$ cat config.mk
export PLATFORM = sky130hd
export DESIGN_NAME = extended_range_timer_top
export DESIGN_NICKNAME = d
export VERILOG_FILES = /design/src/hdl/ert_pkg.sv /design/src/hdl/ert_core.sv /design/src/hdl/extended_range_timer_top.sv
export SDC_FILE = /design/constraint.sdc
export NUM_CORES = 1
export LEC_CHECK = 0
export BUFFER_PORTS_ARGS = -buffer_cell sky130_fd_sc_hd__clkbuf_2
export CAP_MARGIN = 20
export CORE_MARGIN = 10
export CORE_UTILIZATION = 42
export DETAILED_ROUTE_END_ITERATION = 10
export GPL_ROUTABILITY_DRIVEN = 0
export PLACE_DENSITY = 0.62
export SYNTH_ARGS = -nofsm -noshare
export SYNTH_HDL_FRONTEND = slang
export SYNTH_SLANG_ARGS = --single-unit
$ cat constraint.sdc
create_clock -name clk -period 7.55 [get_ports clk]
set_input_delay 0.3775 -clock clk [delete_from_list [all_inputs] [get_ports clk]]
set_output_delay 0.3775 -clock clk [all_outputs]
set_load 0.005 [all_outputs]
$ cat src/hdl/ert_pkg.sv
// ----------------------------------------------------------------------------
// Extended-range timer package
// Shared types and constants for the timer datapath and its top level.
// ----------------------------------------------------------------------------
package ert_pkg;

	// Width of the overflow accumulator and of the extended-count sums.
	localparam int EXT_WIDTH = 32;

	localparam int CNT_WIDTH   = 16;
	localparam int NARROW_BITS = 8;
	localparam int WIDE_BITS   = 16;

	localparam logic [EXT_WIDTH-1:0] PERIOD_NARROW = EXT_WIDTH'(64'd1 << NARROW_BITS);
	localparam logic [EXT_WIDTH-1:0] PERIOD_WIDE   = EXT_WIDTH'(64'd1 << WIDE_BITS);

	typedef enum logic [2:0] {
		OP_TICK     = 3'd0,
		OP_SERVICE  = 3'd1,
		OP_READ     = 3'd2,
		OP_WRITE    = 3'd3,
		OP_EXT_FUT  = 3'd4,
		OP_EXT_PAST = 3'd5,
		OP_OVF_CNT  = 3'd6,
		OP_CLR_CNT  = 3'd7
	} op_t;

	typedef struct packed {
		op_t         op;
		logic [31:0] value;
	} in_item_t;

	typedef struct packed {
		logic [31:0] result_value;
		logic        overflow_pending;
	} out_item_t;

endpackage

$ cat src/hdl/ert_core.sv
// ----------------------------------------------------------------------------
// Extended-range timer core
// Holds the counter, accumulator and wrap flag, and computes one result per
// transfer from the staged item and the current state.
// ----------------------------------------------------------------------------
module ert_core (
	input  logic             clk,
	input  logic             arst_n,
	input  logic             advance,
	input  logic             wide,
	input  ert_pkg::in_item_t  item,
	output ert_pkg::out_item_t result
);
	import ert_pkg::*;

	logic [CNT_WIDTH-1:0] hw_count_q;
	logic [EXT_WIDTH-1:0] accum_q;
	logic                 wrap_q;

	logic [CNT_WIDTH-1:0] cnt;
	logic [CNT_WIDTH-1:0] t_val;
	logic [CNT_WIDTH-1:0] cnt_inc;
	logic [EXT_WIDTH-1:0] per;
	logic [EXT_WIDTH-1:0] pend_adj;
	logic [EXT_WIDTH-1:0] val_ext;
	logic [EXT_WIDTH-1:0] comp_accum;
	logic [EXT_WIDTH-1:0] res_ext;
	logic [CNT_WIDTH-1:0] hw_count_d;
	logic [EXT_WIDTH-1:0] accum_d;
	logic                 wrap_d;
	logic                 cnt_low_half;

	always_comb begin
		per      = wide ? PERIOD_WIDE : PERIOD_NARROW;
		cnt      = wide ? hw_count_q : {{(CNT_WIDTH-NARROW_BITS){1'b0}},
			hw_count_q[NARROW_BITS-1:0]};
		t_val    = wide ? item.value[CNT_WIDTH-1:0] : {{(CNT_WIDTH-NARROW_BITS){1'b0}},
			item.value[NARROW_BITS-1:0]};
		cnt_inc  = wide ? cnt + 1'b1 : {{(CNT_WIDTH-NARROW_BITS){1'b0}},
			cnt[NARROW_BITS-1:0] + 1'b1};
		// The count sits in the lower half of the range when its top bit is clear.
		cnt_low_half = wide ? !cnt[WIDE_BITS-1] : !cnt[NARROW_BITS-1];
		pend_adj   = wrap_q ? per : '0;
		comp_accum = accum_q + pend_adj;
		val_ext    = EXT_WIDTH'(item.value);

		hw_count_d = hw_count_q;
		accum_d    = accum_q;
		wrap_d     = wrap_q;
		res_ext    = '0;

		unique case (item.op)
			OP_TICK: begin
				hw_count_d = cnt_inc;
				if (cnt_inc == '0) begin
					wrap_d = 1'b1;
				end
			end
			OP_SERVICE: begin
				accum_d = accum_q + per;
				wrap_d  = 1'b0;
			end
			OP_READ: begin
				res_ext = EXT_WIDTH'(cnt) + accum_q + ((wrap_q && cnt_low_half) ? per : '0);
			end
			OP_WRITE: begin
				hw_count_d = t_val;
				accum_d    = val_ext & ~(per - 1'b1);
				wrap_d     = 1'b0;
			end
			OP_EXT_FUT: begin
				res_ext = EXT_WIDTH'(t_val) + comp_accum + ((t_val < cnt) ? per : '0);
			end
			OP_EXT_PAST: begin
				res_ext = EXT_WIDTH'(t_val) + comp_accum - ((cnt <= t_val) ? per : '0);
			end
			OP_OVF_CNT: begin
				res_ext = wide ? (comp_accum >> WIDE_BITS) : (comp_accum >> NARROW_BITS);
			end
			OP_CLR_CNT: begin
				accum_d = '0;
			end
		endcase

		result.result_value     = 32'(res_ext);
		result.overflow_pending = wrap_d;
	end

	always_ff @(posedge clk or negedge arst_n) begin
		if (!arst_n) begin
			hw_count_q <= '0;
			accum_q    <= '0;
			wrap_q     <= 1'b0;
		end else if (advance) begin
			hw_count_q <= hw_count_d;
			accum_q    <= accum_d;
			wrap_q     <= wrap_d;
		end
	end

endmodule

$ cat src/hdl/extended_range_timer_top.sv
// ----------------------------------------------------------------------------
// Extended-range timer
// Widens an 8- or 16-bit tick counter to a 32-bit tick count.
// ----------------------------------------------------------------------------
// One item is taken every clock while in_stall is low. Each transfer passes an
// input register and then the result register. The state update is committed
// as an item moves into the result register, so the next item always sees the
// state left by the one before. A stalled output holds its result and the input
// register, and the input stalls only while both are full. The user must write
// the counter width register only while idle; the block does not enforce it.
// ----------------------------------------------------------------------------
module extended_range_timer_top (
	input  logic               clk,
	input  logic               arst_n,
	input  logic               cfg_we,
	input  logic               cfg_wdata,
	input  logic               in_valid,
	output logic               in_stall,
	input  ert_pkg::in_item_t  in_data,
	output logic               out_valid,
	input  logic               out_stall,
	output ert_pkg::out_item_t out_data
);
	import ert_pkg::*;

	logic      wide_q;
	logic      valid_s1;
	in_item_t  item_s1;
	logic      out_valid_q;
	out_item_t out_item_q;
	out_item_t core_result;
	logic      out_free;
	logic      advance;

	assign out_free = !out_valid_q || !out_stall;
	assign advance  = valid_s1 && out_free;
	assign in_stall = valid_s1 && !out_free;

	ert_core u_core (
		.clk    (clk),
		.arst_n (arst_n),
		.advance(advance),
		.wide   (wide_q),
		.item   (item_s1),
		.result (core_result)
	);

	always_ff @(posedge clk or negedge arst_n) begin
		if (!arst_n) begin
			wide_q <= 1'b1;
		end else if (cfg_we) begin
			wide_q <= cfg_wdata;
		end
	end

	always_ff @(posedge clk or negedge arst_n) begin
		if (!arst_n) begin
			valid_s1    <= 1'b0;
			out_valid_q <= 1'b0;
		end else begin
			if (!in_stall) begin
				valid_s1 <= in_valid;
			end
			if (out_free) begin
				out_valid_q <= valid_s1;
			end
		end
	end

	always_ff @(posedge clk) begin
		if (in_valid && !in_stall) begin
			item_s1 <= in_data;
		end
		if (advance) begin
			out_item_q <= core_result;
		end
	end

	assign out_valid = out_valid_q;
	assign out_data  = out_item_q;

endmodule
[Word-level counts from Yosys, hierarchy flattened]
Index checks and enable logic that the tools add are counted.
Word-level totals
  memories: 0
  register bits after elaboration: 120
  bits in writable memories: 0
  input port bits: 41
  latch bits: 0
  memory bits (read-only): 0
Operators by class
  order comparisons: 2
  divide/modulo/power cells: 0
  shift operators: 0
  bitwise operators: 2
  $add $sub $neg: 10
  multipliers: 0
  reduce and logical (&&, ||, !) cells: 18
  muxes and demuxes: 15
  equal/unequal tests: 7
Operators by type and width (number)
  32-bit adder: 4
  32-bit two-way mux: 4
  32-bit one-hot mux with 4 select lines: 1
  32-bit one-hot mux with 3 select lines: 1
  16-bit by 32-bit adder with 32-bit output: 2
  16-bit two-way mux: 3
  32-bit AND: 1
  32-bit NOT: 1
  16-bit one-hot mux with 2 select lines: 1
  32-bit by 1-bit subtractor with 32-bit output (second input constant): 1
  32-bit subtractor: 1
  24-bit two-way mux: 1
  17-bit two-way mux: 1
  16-bit by 1-bit adder with 16-bit output (second input constant): 1
  16-bit <= comparator: 1
  16-bit logical NOT: 1
  16-bit less-than comparator: 1
  3-bit equality test (second input constant): 4
  8-bit by 1-bit adder with 8-bit output (second input constant): 1
  3-bit by 2-bit equality test with 1-bit output (second input constant): 2
  1-bit logical NOT: 6
  1-bit logical AND: 4
  2-bit AND reduction: 2
  3-bit by 1-bit equality test with 1-bit output (second input constant): 1
  other kinds (7): 8

[Depth between registers and ports, before layout]
  depth in word-level cells: 7
  mapped depth: 28

[By module]
A second synthesis with hierarchy kept.
Second synthesis, totals
  cells, all modules: 995
  area, all modules: 8824.7 um^2
By module, submodules not included
  ert_core: area an instance 6652.6 um^2, seq. area each 1026.0 um^2, times used 1, cells each 917
  extended_range_timer_top: area an instance 2172.1 um^2, seq. area each 2118.3 um^2, times used 1, cells each 78

[Worst setup path after synthesis]
Ideal clock, no wire load.
  path kind: register -> register
  start point: register wide_q
  end point: register out_item_q, in the netlist out_data[32], data pin
  data required time: 7.283 ns
  setup time: 0.267 ns
  path slack: 1.874 ns
  cell stages (with the launch flop): 27
  arrival time: 5.409 ns
  buffers on the path: 3
  period minus slack after synthesis: 5.676 ns
  path through: dfstp_2 clkbuf_1 clkbuf_1 clkbuf_1 and2_1 ha_1 a21o_1 a21o_1 a21o_1 a21oi_1 nor2b_1 o21ai_0 a41oi_1 nor2_1 nand2_1 ha_1 nand2b_1 ha_1 a21oi_1 nand2_1 a221oi_1 a31oi_1 o21ai_0 nand2_1 a41oi_1 xnor2_1 o22ai_1
RTL lines
  start: declaration: line extended_range_timer_top.sv:26  | logic wide_q;
  start signal: assignment: line extended_range_timer_top.sv:52  | wide_q <= cfg_wdata;
  end signal: assignment: line extended_range_timer_top.sv:75  | out_item_q <= core_result;
  end: declaration: line extended_range_timer_top.sv:30  | out_item_t out_item_q;

==> reports/qor.csv <==
stage;metric;value;unit
run_status;outcome;completed;
placement;hpwl;19.8;mm
cts;clock_latency;0.37;ns
job;drv_cap;0;
detailed_routing;wl_met2;10.7;mm
synth;ys_seq_elements;112;
synth;synth_async_sr_flop_share;39.3;%
global_routing;grt_pass1_vias;7529;
critical_path;endpoint_kind;register;
power;peakVddDrop;0.129;mV
detailed_routing;wl_met1;12.5;mm
floorplan;dieArea;27700;um2
detailed_routing;highest_layer;met4;
power;powerDensity;275;nW/um2
sta;slew_headroom;31.9;%
critical_path;critical_path_required;7.64;ns
global_routing;track_usage;18.1;%
power;swShare;43.2;%
sta;finalWorstSetupSlack;1.46;ns
power;p_switching;1.16;mW
critical_path;arrival;6.18;ns
synth;ys_warn_count;0;
detailed_routing;drt-initial-drc-count;781;
final_layout;syn2layout_area_growth;8.85;%
power;clockPowerShare;17.5;%
cts;tritoncts;done;
detailed_routing;wl_met3;1.97;mm
synth;yosys-top-cells-area;edfxtp_1 (23%), dfrtp_1 (12%), ha_1 (10%);
cts;cts_buffer_depth;2;
synth;synth_ff_type;edfxtp_1;
cts;hold_buffers;0;
sta;max_freq;164;MHz
synth;synth_area_per_cell;8.77;um2
critical_path;crit_path_max_fanout;30;
final_layout;nets;1188;
sta;finalHoldViolCount;0;
floorplan;rows;53;
cts;root_buffer;clkbuf_16;
synth;synth_top_area_cell;edfxtp_1;
synth;ys_types;78;
final_layout;final_cell_mix;nand2_1 (99), o21ai_0 (82), nor2_1 (80), clkbuf_2 (75), ha_1 (74);
synth;ys_seq_area_share;34.9;%
placement;preCtsSetupSlack;1.61;ns
sta;period_share;80.7;%
placement;io_buffers;75;
final_layout;fin_area;9820;um2
global_routing;grt_first_pass_wirelength;41.7;mm
power;combinationalPowerShare;47.1;%
final_layout;final_util;46.6;%
critical_path;path_cells;and2_1, ha_1, a21o_1, a21o_1, a21o_1, a21oi_1, nor2b_1, o21ai_0, a41oi_1, nor2_1, nand2_1, ha_1, nand2b_1, ha_1, a21oi_1, nand2_1, a221oi_1, a31oi_1, o21ai_0, nand2_1, a41oi_1, xnor2_1, o22ai_1;
sta;rsz0062_at_grt;false;
detailed_routing;routedWlPerCell;18.9;um
sta;finalSetupTns;0;ns
floorplan;die_h;167;um
global_routing;grt_max_degree;48;
power;seqPwrFrac;35.3;%
sta;drv_slew;0;
floorplan;core;21100;um2
cts;cts_sinks;112;
synth;syn_inst;1029;
power;p_leak;3.93;nW
global_routing;antenna_found_initial;0;
sta;final.setup_skew;0.0105;ns
detailed_routing;viasPerCell;5.91;
detailed_routing;drc;0;
cts;h-tree-depth;3;
critical_path;path_class;register to register;
synth;synthesis.area;9020;um2
sta;finalSetupViolCount;0;
detailed_routing;drt_first_pass_iters;6;
floorplan;pin_count;76;
detailed_routing;num_vias;7988;
detailed_routing;ant_nets;0;
critical_path;cp_slowest_cell;dfstp_2;
sta;min_period;6.09;ns
floorplan;start_util;42.8;%
critical_path;cp-start-kind;register;
detailed_routing;wl;25.6;mm
final_layout;antenna_cells;0;
global_routing;overflow;0;
cts;post_cts_buffers;0;
synth;synth_top_area_share;22.6;%
final_layout;drive_above_1_share;11.1;%
floorplan;die_w;167;um
power;p_int;1.53;mW
critical_path;slowest_delay;0.86;ns
synth;synth_edf_count;68;
sta;worst_pin_slew;1.02;ns
placement;place_area;9540;um2
cts;clk_pin_slew;0.08;ns
critical_path;critical_path.top_delay_family;compound AO/OA/AOI/OAI gates;
cts;cts-resized-gates;0;
final_layout;final_common_cell;nand2_1;
critical_path;crit_buf_inv;0;
worst_hold_path;min_path_type;input pin to async pin;
power;finalPower;2.70;mW
cts;cts_made_buffers;9;
-- power groups by stage --
stage	Combinational [mW]	Sequential, mW	Clock, mW
CTS	1.25	0.948	0.486
floorplan	1.01	0.866	0
global placement	1.23	0.959	0
finish	1.27	0.953	0.473
detailed placement	1.24	0.962	0
global route	1.42	0.975	0.509
-- final timing paths --
kind,start,to,slack (ns),cells past startpoint
min reg2reg,valid_s1$_DFFE_PN0N_,out_valid$_DFFE_PN0N_,0.49,1
max in group asynchronous,arst_n,u_core.accum_q[22]$_DFFE_PN0P_,7.03,2
max reg2reg,wide_q$_DFFE_PN1P_,out_data[32]$_DFFE_PP_,1.46,23
max,wide_q$_DFFE_PN1P_,out_data[32]$_DFFE_PP_,1.46,23
min in group clk,in_data[30],item_s1[30]$_DFFE_PP_,0.17,1
min,arst_n,out_valid$_DFFE_PN0N_,0.1,2
-- kinds of logic after synthesis --
family                   share of synthesized area (%)
multiplexers                                     0.333
flip-flops                                        34.9
XOR/XNOR                                          8.73
buffers and inverters                             4.94
adder cells (fa/ha/maj)                           10.5
AND/OR/NAND/NOR                                   20.3
other                                           0.0416
AO/OA/AOI/OAI                                     20.4
-- Yosys cell counts, types with 4 or more instances --
master    number
nand4_1       17
a41oi_1        6
dfrtp_1       43
nand3b_1       5
o22ai_1       20
o21ai_0       82
a211oi_1       6
inv_1         43
nand3_1       35
nor4_1         8
xor2_1        44
o21a_1        13
nand2_1       99
ha_1          74
and2_1        21
o221ai_1      13
and4_1         4
edfxtp_1      68
buf_2          4
a21oi_1       68
clkbuf_8       4
a21o_1         8
a31oi_1       12
a221oi_1       4
nor2b_1       14
nor3b_1        4
nor3_1        29
clkbuf_1      35
xnor2_1       44
nor2_1        81
a222oi_1       6
a22oi_1       19
nand2b_1       9
and3_1        16
-- sequential cells by signal, summed over array words and instances (netlist names) --
name / flops
item_s1: 35
out_data: 33
u_core.accum_q: 24
u_core.hw_count_q: 16
out_valid: 1
u_core.wrap_q: 1
valid_s1: 1
wide_q: 1
-- layer usage --
metal | global-route usage (%) | vias to the layer above
met4 | 4.47 | 0
met1 | 27.0 | 3747
li1 | - | 3887
met5 | 0 | -
met3 | 3.06 | 36
met2 | 26.3 | 318
-- per-stage QoR --
stage,hold WS [ns],instances
2_1_floorplan,0.0819,1030
3_3_place_gp,0.468,1336
3_5_place_dp,0.480,1336
4_1_cts,0.124,1352
5_1_grt,0.165,1352
6_report,0.0999,1352
-- cell type report --
class / instances / area (um2)
timing repair buffer: 83 / 435
sequential: 112 / 3140
clock buffer: 10 / 229
tap: 275 / 344
clock inverter: 6 / 53.8
fill: 2085 / 11300
multi-input combinational: 822 / 5450
inverter: 44 / 165
No activity file was read; power rests on OpenSTA's default activity.
